===== src/design/mpq_pkg.sv =====
// Types and codes for the min priority queue unit.
// No dependencies; imported by every module of the block.
package mpq_pkg;

   // operation codes; code three is a no-op
   localparam logic [1:0] MODE_INSERT = 2'd0;
   localparam logic [1:0] MODE_DELETE = 2'd1;
   localparam logic [1:0] MODE_CLEAR  = 2'd2;
   localparam logic [1:0] MODE_NOP    = 2'd3;

   // result status codes
   localparam logic [1:0] STATUS_OK    = 2'd0;
   localparam logic [1:0] STATUS_EMPTY = 2'd1;
   localparam logic [1:0] STATUS_FULL  = 2'd2;

   typedef struct packed {
      logic [1:0]         mode;
      logic signed [31:0] value;
   } req_type;

   typedef struct packed {
      logic signed [31:0] removed_value;
      logic signed [31:0] min_value;
      logic               min_valid;
      logic [4:0]         entry_count;
      logic [1:0]         status;
   } rsp_type;

   // operation broadcast to every cell of the chain
   typedef struct packed {
      logic               insert;
      logic               delete;
      logic signed [31:0] value;
   } cell_ctrl_type;

endpackage


===== src/design/mpq_cell.sv =====
// One cell of the sorted chain: holds one entry, trades with its neighbors.
// Depends on mpq_pkg.
module mpq_cell import mpq_pkg::*; (
   input  logic               clock,
   input  cell_ctrl_type      ctrl,
   input  logic signed [31:0] left_value,
   input  logic               left_greater,
   input  logic               left_occupied,
   input  logic signed [31:0] right_value,
   input  logic               own_occupied,
   output logic signed [31:0] value,
   output logic               greater
);

   logic signed [31:0] value_ff;
   logic signed [31:0] value_in;

   // entry larger than the value being inserted
   assign greater = own_occupied && (value_ff > ctrl.value);
   assign value   = value_ff;

   // insert: shift up where the left neighbor is larger, else take the new value
   // at the slot where it belongs; delete: shift down from the right
   always_comb begin
      value_in = value_ff;
      if (ctrl.insert) begin
         if (left_occupied && left_greater) begin
            value_in = left_value;
         end else if (left_occupied && (!own_occupied || greater)) begin
            value_in = ctrl.value;
         end
      end else if (ctrl.delete) begin
         value_in = right_value;
      end
   end

   always_ff @(posedge clock) begin
      value_ff <= value_in;
   end

endmodule


===== src/design/min_priority_queue_unit.sv =====
// Ascending priority queue of signed 32-bit values, built as a sorted cell chain.
// Depends on mpq_pkg and mpq_cell.
//
// Usage:
//   A request (req_data: mode, value) is taken at a rising edge with start high
//   and busy low. Modes: insert, delete minimum, clear; code three reports state.
//   busy stays low, so a request may be issued in every cycle.
//   Each request gives one result on rsp_data, shown with rsp_strobe for exactly
//   one cycle, the cycle after the request was taken, at one request per cycle.
//   The receiver cannot stall: a result must be taken when strobed. This rate
//   is set by the cell chain: every cell compares its entry with the new value
//   and swaps with a neighbor in the same edge, so the head cell always holds
//   the minimum.
//   Results: removed value, minimum after the operation with a valid flag,
//   entry count (low 5 bits) and status (ok, delete on empty, insert on full).
//   A refused request changes nothing.
//   Reset (synchronous) empties the queue and drops any pending strobe; no
//   clearing pass is needed since only occupied cells are ever read.
module min_priority_queue_unit import mpq_pkg::*; #(
   parameter int CAPACITY = 16
) (
   input  logic    clock,
   input  logic    reset,
   input  logic    start,
   output logic    busy,
   input  req_type req_data,
   output logic    rsp_strobe,
   output rsp_type rsp_data
);

   localparam int OW = $clog2(CAPACITY + 1);

   logic [OW-1:0]      occupancy_ff;
   logic [OW-1:0]      occupancy_in;
   logic               rsp_strobe_ff;
   logic signed [31:0] removed_ff;
   logic signed [31:0] removed_in;
   logic [1:0]         status_ff;
   logic [1:0]         status_in;
   logic               accept;
   logic               full;
   logic               empty;
   cell_ctrl_type      ctrl;

   logic signed [31:0] cell_value   [CAPACITY];
   logic               cell_greater [CAPACITY];
   logic               occupied     [CAPACITY];

   assign busy   = 1'b0;
   assign accept = start && !busy;
   assign full   = (occupancy_ff == OW'(CAPACITY));
   assign empty  = (occupancy_ff == '0);

   // decode the request
   always_comb begin
      occupancy_in = occupancy_ff;
      removed_in   = '0;
      status_in    = STATUS_OK;
      ctrl.insert  = 1'b0;
      ctrl.delete  = 1'b0;
      ctrl.value   = req_data.value;
      if (accept) begin
         unique case (req_data.mode)
            MODE_INSERT: begin
               if (full) begin
                  status_in = STATUS_FULL;
               end else begin
                  ctrl.insert  = 1'b1;
                  occupancy_in = occupancy_ff + OW'(1);
               end
            end
            MODE_DELETE: begin
               if (empty) begin
                  status_in = STATUS_EMPTY;
               end else begin
                  ctrl.delete  = 1'b1;
                  removed_in   = cell_value[0];
                  occupancy_in = occupancy_ff - OW'(1);
               end
            end
            MODE_CLEAR: begin
               occupancy_in = '0;
            end
            default: begin
            end
         endcase
      end
   end

   // the sorted chain
   for (genvar i = 0; i < CAPACITY; i++) begin : g_cell
      assign occupied[i] = (occupancy_ff > OW'(i));
      if (i == 0) begin : g_head
         mpq_cell u_cell (
            .clock         (clock),
            .ctrl          (ctrl),
            .left_value    ('0),
            .left_greater  (1'b0),
            .left_occupied (1'b1),
            .right_value   (cell_value[(i + 1) % CAPACITY]),
            .own_occupied  (occupied[i]),
            .value         (cell_value[i]),
            .greater       (cell_greater[i])
         );
      end else begin : g_body
         mpq_cell u_cell (
            .clock         (clock),
            .ctrl          (ctrl),
            .left_value    (cell_value[i - 1]),
            .left_greater  (cell_greater[i - 1]),
            .left_occupied (occupied[i - 1]),
            .right_value   (cell_value[(i + 1) % CAPACITY]),
            .own_occupied  (occupied[i]),
            .value         (cell_value[i]),
            .greater       (cell_greater[i])
         );
      end
   end

   // control state
   always_ff @(posedge clock) begin
      if (reset) begin
         occupancy_ff  <= '0;
         rsp_strobe_ff <= 1'b0;
      end else begin
         occupancy_ff  <= occupancy_in;
         rsp_strobe_ff <= accept;
      end
   end

   // result payload
   always_ff @(posedge clock) begin
      removed_ff <= removed_in;
      status_ff  <= status_in;
   end

   // result from state after the operation
   assign rsp_strobe             = rsp_strobe_ff;
   assign rsp_data.removed_value = removed_ff;
   assign rsp_data.min_value     = empty ? 32'sd0 : cell_value[0];
   assign rsp_data.min_valid     = !empty;
   assign rsp_data.entry_count   = 5'(occupancy_ff);
   assign rsp_data.status        = status_ff;

endmodule


===== config.mk =====
export PLATFORM = sky130hd
export DESIGN_NAME = min_priority_queue_unit
export DESIGN_NICKNAME = d
export VERILOG_FILES = /design/src/design/mpq_pkg.sv /design/src/design/mpq_cell.sv /design/src/design/min_priority_queue_unit.sv
export SDC_FILE = /design/constraint.sdc
export NUM_CORES = 2
export LEC_CHECK = 0
export ABC_CLOCK_PERIOD_IN_PS = 7680
export BUFFER_PORTS_ARGS = -buffer_cell sky130_fd_sc_hd__buf_4
export CAP_MARGIN = 0
export CORE_MARGIN = 5
export CORE_UTILIZATION = 63
export CTS_BUF_LIST = sky130_fd_sc_hd__clkbuf_4 sky130_fd_sc_hd__clkbuf_8
export CTS_CLUSTER_DIAMETER = 80
export CTS_CLUSTER_SIZE = 8
export DETAILED_ROUTE_END_ITERATION = 8
export PLACE_DENSITY = 0.8
export SLEW_MARGIN = 10
export SYNTH_ARGS = -nofsm -noshare
export SYNTH_HDL_FRONTEND = slang
export SYNTH_SLANG_ARGS = --single-unit

===== constraint.sdc =====
create_clock -name clock -period 7.68 [get_ports clock]
set_input_delay 0.768 -clock clock [delete_from_list [all_inputs] [get_ports clock]]
set_output_delay 0.768 -clock clock [all_outputs]
set_load 0.02 [all_outputs]

==> impl_metrics.tcl <==
set metrics [dict create \
    drt_drc_violations_left 0 \
    cts-resized-gates 0 \
    largest_net_degree_at_the_start_of_global_routing 226 \
    via_count 34364 \
    seq_area_frac_synth 0.4084 \
    place_hpwl_um 98810 \
    initial_core_utilization 0.6325 \
    drtIter0Drc 5445 \
    avg_synthesized_cell_area_um2 9.980 \
    die_y_um 260.7 \
    placedInstanceArea_mm2 0.04091 \
    timing.reg2reg.worst_path_depth 9 \
    placed_cells_incl_taps 4744 \
    die-area_mm2 0.06799 \
    vdd_drop_max_mv 0.1415 \
    grt_setup_unrepaired "no" \
    hold_path.class "primary input to flop" \
    post_layout_nonfiller_instances 4865 \
    fin_worst_skew_ns 0.04753 \
    count_of_final_setup_violators 0 \
    gate_count_post_synth 3969 \
    cts_made_buffers 78 \
    slew_violations 0 \
    finalSetupTns_ns 0 \
    clock-root-buffer "sky130_fd_sc_hd__clkbuf_8" \
    cts_setup_buffers 0 \
    fmax_mhz 213.9 \
    route.detailed.vias_per_inst 7.064 \
    initial_antenna_violation_count 4 \
    critPathLaunch "req_data[6]" \
    outcome "finished clean" \
    routed_wirelength_um 135800 \
    grt_remaining_overflow 0 \
    final_area_mm2 0.04231 \
    area_delta_synth_final_pct 6.814 \
    grt_pass1_vias 32288 \
    cap_violations 0 \
    critPathLaunchType "primary input" \
    ant_nets_after_route 0 \
    proportion_of_register_bits_with_asynchronous_set_or_reset_after_synthesis 0 \
    clock_tree.buffer_depth 3 \
    min-delay-start "reset" \
    n_fill_cell 4945 \
    cts_tree "done" \
    ios 111 \
    timing.critical_path.arrival_ns 5.07 \
    final_hold_viol_count 0 \
    row_count 92 \
    slew_headroom 0.1453 \
    clk_pin_slew_worst_setup_hold_paths_ns 0.07 \
    clock-sinks 552 \
    endpoint_kind "flop" \
    path_max_fanout 19 \
    cellPowerDensity_mw_per_mm2 172.5 \
    postSynthRegisterBits 552 \
    postCtsHoldBufs 0 \
    drive_above_1_share 0.08491 \
    total_leakage_power_nw 17.09 \
    nets 4535 \
    worst_skew_pair.late_latency_ns 0.72 \
    hold-path-cell-count 2 \
    finalWeightedCongestion 1.008 \
    ys.warnings.count 0 \
    critical_path_required_ns 8.07 \
    buffer_ports.inserted 109 \
    drt-wirelength-per-cell_um 27.92 \
    synth-edff-count 512 \
    horizontal_extent_of_the_die_um 260.7 \
    netlist-cell-type-count 79 \
    synth_flop_cell "sky130_fd_sc_hd__edfxtp_1" \
    critical_path_class "primary input to flop" \
    worstMarginPinSlew_ns 1.255 \
    crit-reg2reg-launch "g_cell[2].g_body.u_cell.value[31]$_DFFE_PP_" \
    drt-pass1-iter-count 8 \
    design.core.area_mm2 0.06262 \
    timing.final.crit_share 0.6089 \
    h-tree-depth 3 \
    gr-usage-all-layers 0.3880 \
    min_cycle_time_layout_ns 4.676 \
    grt_first_pass_wirelength_um 201100 \
    mappedNetlistNets 4526 \
    synthesis.area_mm2 0.03961 \
]
==> synth_stat cells, types with 28 or more instances <==
cell                         n  area share
sky130_fd_sc_hd__o21ai_1    28      0.0035
sky130_fd_sc_hd__inv_1      79      0.0075
sky130_fd_sc_hd__nand3_1   129       0.016
sky130_fd_sc_hd__clkbuf_1  167       0.016
sky130_fd_sc_hd__o21ai_0   293       0.037
sky130_fd_sc_hd__a21o_1    151       0.029
sky130_fd_sc_hd__ha_1      520        0.16
sky130_fd_sc_hd__mux2i_1   313       0.079
sky130_fd_sc_hd__and2_1     66       0.010
sky130_fd_sc_hd__nand4_1   203       0.032
sky130_fd_sc_hd__dfxtp_1    40       0.020
sky130_fd_sc_hd__edfxtp_1  512        0.39
sky130_fd_sc_hd__a21oi_1   333       0.042
sky130_fd_sc_hd__nor2_1    297       0.028
sky130_fd_sc_hd__a221o_1    64       0.016
sky130_fd_sc_hd__nand2_1   426       0.040
==> layer usage <==
layer	up-vias	wire, um	global-route usage
li1	15054	-	-
met2	2925	55450	0.5467
met1	15971	51930	0.5563
met3	414	22280	0.1291
met4	0	6178	0.1478
met5	-	0	0
==> registers in the layout, indices dropped and copies added, names as in the netlist <==
| register | cells |
|---|---|
| status_ff | 2 |
| occupancy_ff | 5 |
| g_cell.g_head.u_cell.value | 32 |
| g_cell.g_body.u_cell.value | 480 |
| rsp_strobe | 1 |
| removed_ff | 32 |
==> final timing paths <==
check,slack (ns),to
setup / recovery,3.00,g_cell[3].g_body.u_cell.value[13]$_DFFE_PP_
hold / removal,0.29,occupancy_ff[3]$_SDFFE_PP0P_
setup reg to reg,3.32,g_cell[3].g_body.u_cell.value[13]$_DFFE_PP_
hold reg to reg,0.59,g_cell[0].g_head.u_cell.value[0]$_DFFE_PP_
==> critical path: stages <==
cell	delay (ns)
sky130_fd_sc_hd__buf_4	0.18
sky130_fd_sc_hd__inv_1	0.63
sky130_fd_sc_hd__ha_1	0.36
sky130_fd_sc_hd__nand2_1	0.08
sky130_fd_sc_hd__o21ai_0	0.09
sky130_fd_sc_hd__a221oi_1	0.52
sky130_fd_sc_hd__nor3b_1	0.12
sky130_fd_sc_hd__a211oi_2	0.37
sky130_fd_sc_hd__mux2i_4	1.07
sky130_fd_sc_hd__buf_4	0.47
sky130_fd_sc_hd__mux2i_1	0.29
sky130_fd_sc_hd__a21oi_1	0.11
==> power by group <==
part,total [mW],internal (mW),switching [mW]
Combinational,1.42,0.477,0.942
Clock,2.34,1.11,1.23
Sequential,3.54,3.42,0.117
==> metrics by stage <==
stage	setup slack (ns)	total power, mW	util	hold slack, ns
finish	3.004	7.297	0.6756	0.2880
global route	2.890	7.505	0.6756	0.3018
CTS	3.121	7.211	0.6755	0.2662
detailed placement	2.390	4.955	0.6533	0.5780
global placement	2.468	4.915	0.6533	0.5661
floorplan	2.109	4.468	-	0.5154
==> cell families after synthesis <==
kind of cell	Yosys count	share of synthesized area
buffers and inverters	325	0.04192
DFF	552	0.4084
adders and majority gates	520	0.1643
AOI/OAI and AO/OA	1002	0.1551
other	1	0.00009467
and+or+nand+nor	1250	0.1492
muxes	318	0.08090
xor gates and xnor gates	1	0.0002212
==> placed cells by master (no fill, tap or decap), types with 4 or more instances in the layout <==
master / Yosys / layout
sky130_fd_sc_hd__a21o_1: 151 / 151
sky130_fd_sc_hd__and2_1: 66 / 66
sky130_fd_sc_hd__nand2_1: 426 / 426
sky130_fd_sc_hd__o21ai_0: 293 / 292
sky130_fd_sc_hd__buf_4: 15 / 172
sky130_fd_sc_hd__a221oi_1: 17 / 17
sky130_fd_sc_hd__and4_1: 9 / 8
sky130_fd_sc_hd__dfxtp_1: 40 / 40
sky130_fd_sc_hd__ha_1: 520 / 520
sky130_fd_sc_hd__nor3b_1: 6 / 4
sky130_fd_sc_hd__edfxtp_1: 512 / 512
sky130_fd_sc_hd__a211oi_1: 13 / 13
sky130_fd_sc_hd__nand2b_1: 20 / 20
sky130_fd_sc_hd__clkbuf_8: 20 / 79
sky130_fd_sc_hd__o211ai_1: 20 / 20
sky130_fd_sc_hd__a221o_1: 64 / 64
sky130_fd_sc_hd__o31a_1: 4 / 4
sky130_fd_sc_hd__nor2_1: 297 / 295
sky130_fd_sc_hd__a31oi_4: 0 / 9
sky130_fd_sc_hd__a2111o_1: 4 / 4
sky130_fd_sc_hd__inv_1: 79 / 79
sky130_fd_sc_hd__o21ai_1: 28 / 26
sky130_fd_sc_hd__nor3_1: 27 / 27
sky130_fd_sc_hd__a21oi_1: 333 / 333
sky130_fd_sc_hd__nand4_1: 203 / 203
sky130_fd_sc_hd__nor4_1: 18 / 18
sky130_fd_sc_hd__a31oi_1: 14 / 5
sky130_fd_sc_hd__o31ai_1: 6 / 5
sky130_fd_sc_hd__o211a_1: 4 / 4
sky130_fd_sc_hd__o221ai_1: 18 / 17
sky130_fd_sc_hd__and3_1: 5 / 5
sky130_fd_sc_hd__clkbuf_4: 8 / 33
sky130_fd_sc_hd__nand3_1: 129 / 128
sky130_fd_sc_hd__nor2b_1: 21 / 19
sky130_fd_sc_hd__mux2i_1: 313 / 313
==> area by class of cell <==
cell class,instances,area [um^2],area share
clock buffer,112,1335,0.03155
sequential,552,16180,0.3823
clock inverter,6,55.05,0.001301
tap,846,1059,0.02502
antenna,3,7.507,0.0001774
timing repair buffer,174,1331,0.03147
multi-input combinational,3092,22040,0.5211
inverter,80,300.3,0.007098
(Power assumes the default switching activity.)
